==> config.mk <==
export PLATFORM = sky130hd
export DESIGN_NAME = sliding_window_maximum
export DESIGN_NICKNAME = d
export VERILOG_FILES = /design/src/rtl/swm_pkg.sv /design/src/rtl/swm_ctrl.sv /design/src/rtl/swm_dp.sv /design/src/rtl/sliding_window_maximum.sv
export SDC_FILE = /design/constraint.sdc
export NUM_CORES = 2
export LEC_CHECK = 0
export BUFFER_PORTS_ARGS = -buffer_cell sky130_fd_sc_hd__buf_2
export CORE_ASPECT_RATIO = 1.25
export CORE_UTILIZATION = 60
export DETAILED_ROUTE_END_ITERATION = 16
export PLACE_DENSITY = 0.74
export SETUP_SLACK_MARGIN = 0.02
export SLEW_MARGIN = 20
export SYNTH_ARGS = -nofsm -noshare
export SYNTH_HDL_FRONTEND = slang
export SYNTH_SLANG_ARGS = --single-unit
==> constraint.sdc <==
create_clock -name i_clk -period 8 [get_ports i_clk]
set_input_delay 0.8 -clock i_clk [delete_from_list [all_inputs] [get_ports i_clk]]
set_output_delay 0.8 -clock i_clk [all_outputs]
set_load 0.02 [all_outputs]
==> src/rtl/swm_pkg.sv <==
// shared types and constants for the sliding window maximum block
// no dependencies; imported by swm_ctrl, swm_dp and sliding_window_maximum
package swm_pkg;

    localparam int WINDOW_MAX  = 64;
    localparam int SAMPLE_BITS = 16;
    localparam int IDX_W       = $clog2(WINDOW_MAX);
    localparam int CNT_W       = IDX_W + 1;
    localparam int POS_W       = IDX_W + 1;
    localparam int LEN_W       = 7;
    localparam int WORD_W      = SAMPLE_BITS + POS_W;

    // sequencer states
    typedef enum logic [2:0] {
        S_IDLE,
        S_FRONT_REQ,
        S_FRONT_CHK,
        S_BACK_REQ,
        S_BACK_CHK,
        S_APPEND,
        S_OUT_REQ,
        S_OUT_RD
    } t_state;

    // which deque end the memory read port looks at
    typedef enum logic {
        RD_FRONT,
        RD_BACK
    } t_rd_sel;

    // commands from controller to datapath
    typedef struct packed {
        logic    load;
        logic    front_pop;
        logic    back_pop;
        logic    append;
        logic    out_load;
        t_rd_sel rd_sel;
    } t_cmd;

    // status from datapath to controller
    typedef struct packed {
        logic cnt_zero;
        logic front_old;
        logic back_less;
        logic full_after;
        logic out_free;
    } t_status;

endpackage

==> src/rtl/swm_ctrl.sv <==
// sequencer for the sliding window maximum block
// depends on swm_pkg; drives commands into swm_dp
module swm_ctrl
    import swm_pkg::*;
(
    input  logic    i_clk,
    input  logic    i_rst_n,
    input  logic    i_in_valid,
    input  t_status i_status,
    output logic    o_in_stall,
    output t_cmd    o_cmd
);

    t_state r_state;
    t_state n_state;

    // state register
    always_ff @(posedge i_clk) begin
        if (!i_rst_n) begin
            r_state <= S_IDLE;
        end else begin
            r_state <= n_state;
        end
    end

    // next state
    always_comb begin
        n_state = r_state;
        unique case (r_state)
            S_IDLE: begin
                if (i_in_valid) n_state = S_FRONT_REQ;
            end
            S_FRONT_REQ: begin
                n_state = i_status.cnt_zero ? S_BACK_REQ : S_FRONT_CHK;
            end
            S_FRONT_CHK: begin
                n_state = i_status.front_old ? S_FRONT_REQ : S_BACK_REQ;
            end
            S_BACK_REQ: begin
                n_state = i_status.cnt_zero ? S_APPEND : S_BACK_CHK;
            end
            S_BACK_CHK: begin
                n_state = i_status.back_less ? S_BACK_REQ : S_APPEND;
            end
            S_APPEND: begin
                n_state = i_status.full_after ? S_OUT_REQ : S_IDLE;
            end
            S_OUT_REQ: begin
                n_state = S_OUT_RD;
            end
            S_OUT_RD: begin
                if (i_status.out_free) n_state = S_IDLE;
            end
            default: begin
                n_state = S_IDLE;
            end
        endcase
    end

    // command outputs
    always_comb begin
        o_cmd       = '0;
        o_cmd.rd_sel = RD_FRONT;
        o_in_stall  = 1'b1;
        unique case (r_state)
            S_IDLE: begin
                o_in_stall = 1'b0;
                o_cmd.load = i_in_valid;
            end
            S_FRONT_REQ: begin
                o_cmd.rd_sel = RD_FRONT;
            end
            S_FRONT_CHK: begin
                o_cmd.front_pop = i_status.front_old;
            end
            S_BACK_REQ: begin
                o_cmd.rd_sel = RD_BACK;
            end
            S_BACK_CHK: begin
                o_cmd.back_pop = i_status.back_less;
            end
            S_APPEND: begin
                o_cmd.append = 1'b1;
            end
            S_OUT_REQ: begin
                o_cmd.rd_sel = RD_FRONT;
            end
            S_OUT_RD: begin
                o_cmd.rd_sel   = RD_FRONT;
                o_cmd.out_load = i_status.out_free;
            end
            default: begin
                o_in_stall = 1'b1;
            end
        endcase
    end

endmodule

==> src/rtl/swm_dp.sv <==
// datapath: deque memory, ring pointers, window registers and output register
// depends on swm_pkg; controlled by swm_ctrl
module swm_dp
    import swm_pkg::*;
(
    input  logic                          i_clk,
    input  logic                          i_rst_n,
    input  t_cmd                          i_cmd,
    input  logic signed [SAMPLE_BITS-1:0] i_sample,
    input  logic                          i_restart,
    input  logic                          i_cfg_we,
    input  logic [LEN_W-1:0]              i_cfg_wdata,
    input  logic                          i_out_stall,
    output t_status                       o_status,
    output logic                          o_out_valid,
    output logic signed [SAMPLE_BITS-1:0] o_window_max
);

    logic [WORD_W-1:0] r_mem [WINDOW_MAX];
    logic [WORD_W-1:0] r_rd_data;

    logic signed [SAMPLE_BITS-1:0] r_sample;
    logic [IDX_W-1:0]              r_head;
    logic [CNT_W-1:0]              r_count;
    logic [POS_W-1:0]              r_pos;
    logic [CNT_W-1:0]              r_fill;
    logic [LEN_W-1:0]              r_len;
    logic                          r_out_valid;
    logic signed [SAMPLE_BITS-1:0] r_out_data;

    logic [IDX_W-1:0]              rd_addr;
    logic signed [SAMPLE_BITS-1:0] rd_val;
    logic [POS_W-1:0]              rd_pos;
    logic [POS_W-1:0]              age;
    logic [CNT_W-1:0]              fill_inc;
    logic                          deque_full;
    logic [IDX_W-1:0]              head_adj;
    logic [CNT_W-1:0]              count_adj;
    logic [IDX_W-1:0]              wr_addr;
    logic [LEN_W-1:0]              cfg_len;

    // read address: front entry or back entry of the ring
    always_comb begin
        unique case (i_cmd.rd_sel)
            RD_FRONT: rd_addr = r_head;
            RD_BACK:  rd_addr = r_head + r_count[IDX_W-1:0] - IDX_W'(1);
            default:  rd_addr = r_head;
        endcase
    end

    // append slot; a full deque gives up its oldest entry
    always_comb begin
        deque_full = (r_count == CNT_W'(WINDOW_MAX));
        head_adj   = deque_full ? r_head + IDX_W'(1) : r_head;
        count_adj  = deque_full ? r_count - CNT_W'(1) : r_count;
        wr_addr    = head_adj + count_adj[IDX_W-1:0];
    end

    // deque memory, registered read
    always_ff @(posedge i_clk) begin
        if (i_cmd.append) begin
            r_mem[wr_addr] <= {r_sample, r_pos};
        end
        r_rd_data <= r_mem[rd_addr];
    end

    assign rd_val = r_rd_data[WORD_W-1:POS_W];
    assign rd_pos = r_rd_data[POS_W-1:0];

    // compares for the controller
    always_comb begin
        age      = r_pos - rd_pos;
        fill_inc = (r_fill < CNT_W'(WINDOW_MAX)) ? r_fill + CNT_W'(1) : r_fill;
        o_status.cnt_zero   = (r_count == '0);
        o_status.front_old  = (age >= r_len);
        o_status.back_less  = (rd_val < r_sample);
        o_status.full_after = (fill_inc >= r_len);
        o_status.out_free   = !r_out_valid || !i_out_stall;
    end

    // effective window length: zero acts as one, large values saturate
    always_comb begin
        if (i_cfg_wdata == '0) begin
            cfg_len = LEN_W'(1);
        end else if (i_cfg_wdata > LEN_W'(WINDOW_MAX)) begin
            cfg_len = LEN_W'(WINDOW_MAX);
        end else begin
            cfg_len = i_cfg_wdata;
        end
    end

    // window length register
    always_ff @(posedge i_clk) begin
        if (!i_rst_n) begin
            r_len <= LEN_W'(1);
        end else if (i_cfg_we) begin
            r_len <= cfg_len;
        end
    end

    // item capture
    always_ff @(posedge i_clk) begin
        if (i_cmd.load) begin
            r_sample <= i_sample;
        end
    end

    // ring pointers and stream counters
    always_ff @(posedge i_clk) begin
        if (!i_rst_n) begin
            r_head  <= '0;
            r_count <= '0;
            r_pos   <= '0;
            r_fill  <= '0;
        end else begin
            priority if (i_cmd.load && i_restart) begin
                r_head  <= '0;
                r_count <= '0;
                r_pos   <= '0;
                r_fill  <= '0;
            end else if (i_cmd.front_pop) begin
                r_head  <= r_head + IDX_W'(1);
                r_count <= r_count - CNT_W'(1);
            end else if (i_cmd.back_pop) begin
                r_count <= r_count - CNT_W'(1);
            end else if (i_cmd.append) begin
                r_head  <= head_adj;
                r_count <= count_adj + CNT_W'(1);
                r_pos   <= r_pos + POS_W'(1);
                r_fill  <= fill_inc;
            end
        end
    end

    // output register
    always_ff @(posedge i_clk) begin
        if (!i_rst_n) begin
            r_out_valid <= 1'b0;
        end else if (i_cmd.out_load) begin
            r_out_valid <= 1'b1;
        end else if (!i_out_stall) begin
            r_out_valid <= 1'b0;
        end
    end

    always_ff @(posedge i_clk) begin
        if (i_cmd.out_load) begin
            r_out_data <= rd_val;
        end
    end

    assign o_out_valid  = r_out_valid;
    assign o_window_max = r_out_data;

endmodule

==> src/rtl/sliding_window_maximum.sv <==
// Running maximum over the last window_len samples, kept in a monotonic deque
// in a 64-entry memory with registered read. After an item is accepted, entries
// that left the window are dropped at the front, smaller entries are popped at the
// back and the item is appended; once the window is full, the front is read into
// the output register, waiting out any output stall. New items stall until then.
// Reset (synchronous, active low) empties the deque and sets the window length to 1.
module sliding_window_maximum
    import swm_pkg::*;
(
    input  logic                          i_clk,
    input  logic                          i_rst_n,
    input  logic                          i_in_valid,
    output logic                          o_in_stall,
    input  logic signed [SAMPLE_BITS-1:0] i_sample,
    input  logic                          i_restart,
    output logic                          o_out_valid,
    input  logic                          i_out_stall,
    output logic signed [SAMPLE_BITS-1:0] o_window_max,
    input  logic                          i_cfg_we,
    input  logic [LEN_W-1:0]              i_cfg_wdata
);

    t_cmd    cmd;
    t_status status;

    // sequencer
    swm_ctrl u_ctrl (
        .i_clk      (i_clk),
        .i_rst_n    (i_rst_n),
        .i_in_valid (i_in_valid),
        .i_status   (status),
        .o_in_stall (o_in_stall),
        .o_cmd      (cmd)
    );

    // deque storage and arithmetic
    swm_dp u_dp (
        .i_clk        (i_clk),
        .i_rst_n      (i_rst_n),
        .i_cmd        (cmd),
        .i_sample     (i_sample),
        .i_restart    (i_restart),
        .i_cfg_we     (i_cfg_we),
        .i_cfg_wdata  (i_cfg_wdata),
        .i_out_stall  (i_out_stall),
        .o_status     (status),
        .o_out_valid  (o_out_valid),
        .o_window_max (o_window_max)
    );

endmodule

==> results.ini <==
[critical_path]
crit_slowest_cell = nor4bb_1
cp-start-kind = register
reg2reg_depth = 11
critPathCaptureType = register
required_ns = 8.43
crit_chain = inv_1 > ha_1 > nor4bb_1 > and2_1 > o21ai_0 > fa_1 > xor2_1 > nand2_1 > or3_1 > nor3_2 > buf_4
slowest_delay_ns = 0.93
critical_path_class = register to register
cp.arrival_ns = 6.05
crit_fanout = 23

[placement]
gp_congestion = 0.922
pre_cts_ws_ns = 2.57
place_area_um2 = 64800
numPortBuffers = 46
dp_hpwl_um = 93800

[flow_run]
drv_cap = 0

[timing]
finalWorstSetupSlack_ns = 2.37
finalHoldViolCount = 0
rsz0062_at_grt = false
skew_ns = 0.0301
tightest_slew_ns = 1.31
finalMaxSlewViolations = 0
slew-limit-headroom_pct = 12.1
fmax_mhz = 178
min_period_ns = 5.63
tns_ns = 0
final-setup-viol-count = 0
hold_ws_ns = 0.188
min_period_over_period_pct = 70.4

[clock_network]
cts_htree_levels = 4
cts_buffer_depth = 3
postCtsHoldBufs = 0
cts_sinks = 1565
cts_buffers = 146
cts_resized = 0
cts_setup_buffers = 0
clk_pin_slew_ns = 0.06
cts_tree = built
cts_root_buf = clkbuf_16
clk_latency_ns = 0.78

[yosys]
synthArstFlopShare_pct = 0
netlist_area_um2 = 62700
yosysUniqueCellTypes = 80
avgSynthCellArea_um2 = 13.7
ys_warn_count = 0
synth_edf_count = 1504
synthFlopType = edfxtp_1
synthesis.nets = 4649
syn_inst = 4563
ys_ff_latch = 1565
seq_area_frac_synth_pct = 74.0

[drt]
met1_length_um = 59800
post_drt_wl_per_cell_um = 26.9
ant_nets = 0
firstDrtPassIters = 6
num_vias = 38700
vias_per_cell = 6.36
drt_drc_violations_left = 0
routed.top_layer = met5
wl_met3_um = 16700
routed_wirelength_um = 163000
drtIter0Drc = 4866
route.met2.wl_um = 77200

[pwr]
power.total_w = 0.0220
p_leak_nw = 23.4
powerDensity_nw_per_um2 = 316
ir_worst_vdd_mv = 0.292

[grt]
grt_pass1_wl_um = 238000
grt_max_degree = 141
antenna_found_initial = 6
grt_pass1_vias = 37200
grtUsageTotal_pct = 30.9
overflow = 0

[floorplanning]
dieArea_um2 = 106000
initial_utilization_pct = 60.5
fp.dieW_um = 291
ios = 47
core_area_um2 = 104000
die_h_um = 363
rows = 132

[final_layout]
layout.nets = 4706
drive_gt1_share_pct = 11.2
areaGrowthSynthToFinish_pct = 10.7
final_cell_area_um2 = 69400
fillers = 6850

[min_path]
hold_depth = 1
min_path_type = input port to register

[outcome]
run_status = finished, final reports clean

[sequential cells by signal, summed over array words and instances (netlist names)]
register	cells
u_ctrl.r_state	3
u_dp.r_pos	7
u_dp.r_sample	16
u_dp.r_len	7
u_dp.r_head	6
u_dp.r_rd_data	23
u_dp.o_window_max	16
u_dp.o_out_valid	1
u_dp.r_count	7
u_dp.r_mem	1472
u_dp.r_fill	7
[cells by family (layout without fill, tap and decap cells)]
group	after synthesis	count (layout)	share of synthesized area, %
simple gates	2039	2039	14.5
flops	1565	1565	74.0
compound gates	361	361	3.62
buf+inv	325	502	2.40
mux	178	178	3.75
fa+ha+maj	57	57	1.17
xor+xnor	38	38	0.561
other cells	0	2	0
[worst max-delay path, delay by kind of cell (launching register included)]
kind | cells | cell delay [ns]
XOR/XNOR | 1 | 0.45
AO/OA/AOI/OAI | 1 | 0.23
buffers and inverters | 2 | 0.60
AND/OR/NAND/NOR | 5 | 2.93
adder cells (fa/ha/maj) | 2 | 0.70
flip-flops | 1 | 0.36
[cell usage after synthesis (25+ instances only)]
cell	n	area, µm²
nand4_1	55	344
ha_1	54	676
nand2_1	1152	4320
a21oi_1	192	961
nand3_1	543	2720
edfxtp_1	1504	45200
nor4_1	80	500
o22ai_1	27	169
buf_4	25	188
clkbuf_1	120	450
inv_1	57	214
dfxtp_1	61	1220
a32oi_1	30	263
o21ai_0	26	130
buf_2	87	435
nor3_1	69	345
mux4_2	44	991
nor2_1	55	206
buf_1	25	93.8
mux2i_1	130	1300
[area by class of cell]
class                   instances  area (µm²)  area share (%)
repair buffers                177        1320            1.90
flip-flops and latches       1565       46400            66.8
inverters                      57         214           0.308
diodes                          2        5.00         0.00721
clock inverters                70         544           0.784
multi-input cells            2673       15300            22.0
well taps                    1340        1680            2.42
clock buffers                 198        4000            5.76
[layout by cell type (no fill, tap or decap), types with 43 or more instances in the layout]
| cell | count |
|---|---|
| nor2_1 | 45 |
| dfxtp_1 | 54 |
| clkbuf_16 | 151 |
| buf_4 | 123 |
| a21oi_1 | 191 |
| nor4_1 | 58 |
| nand2_1 | 1151 |
| nand4_1 | 55 |
| inv_1 | 57 |
| edfxtp_1 | 1504 |
| ha_1 | 54 |
| nand3_1 | 543 |
| mux2i_1 | 130 |
| clkbuf_1 | 43 |
| mux4_2 | 44 |
| buf_2 | 46 |
[routing by layer]
| layer | up-vias | GRT usage [%] |
|---|---|---|
| met5 | - | 0 |
| met4 | 2 | 17.6 |
| met3 | 365 | 6.26 |
| met2 | 2279 | 48.8 |
| met1 | 19000 | 40.4 |
| li1 | 17000 | - |
[per-stage QoR]
step                util [%]  std cells
floorplan                  -       4563
global placement        62.6       5811
detailed placement      62.6       5811
CTS                     67.0       6079
global route            67.0       6081
finish                  67.0       6082
[path summary, 6_finish.rpt]
path / start / slack, ns / endpoint
setup / recovery: u_dp.r_count[0] / 2.37 / u_dp.r_mem[62][10]
hold / removal: i_sample[5] / 0.19 / u_dp.r_sample[5]
setup reg to reg: u_dp.r_count[0] / 2.37 / u_dp.r_mem[62][10]
hold reg to reg: u_dp.r_fill[1] / 0.49 / u_dp.r_fill[1]
[power by group]
part           internal (W)  leakage [nW]  switching, W
Combinational       0.00153          7.14       0.00419
Clock               0.00369          2.22       0.00295
Sequential          0.00941          14.0      0.000196
Power figures use the tool's default switching activity.
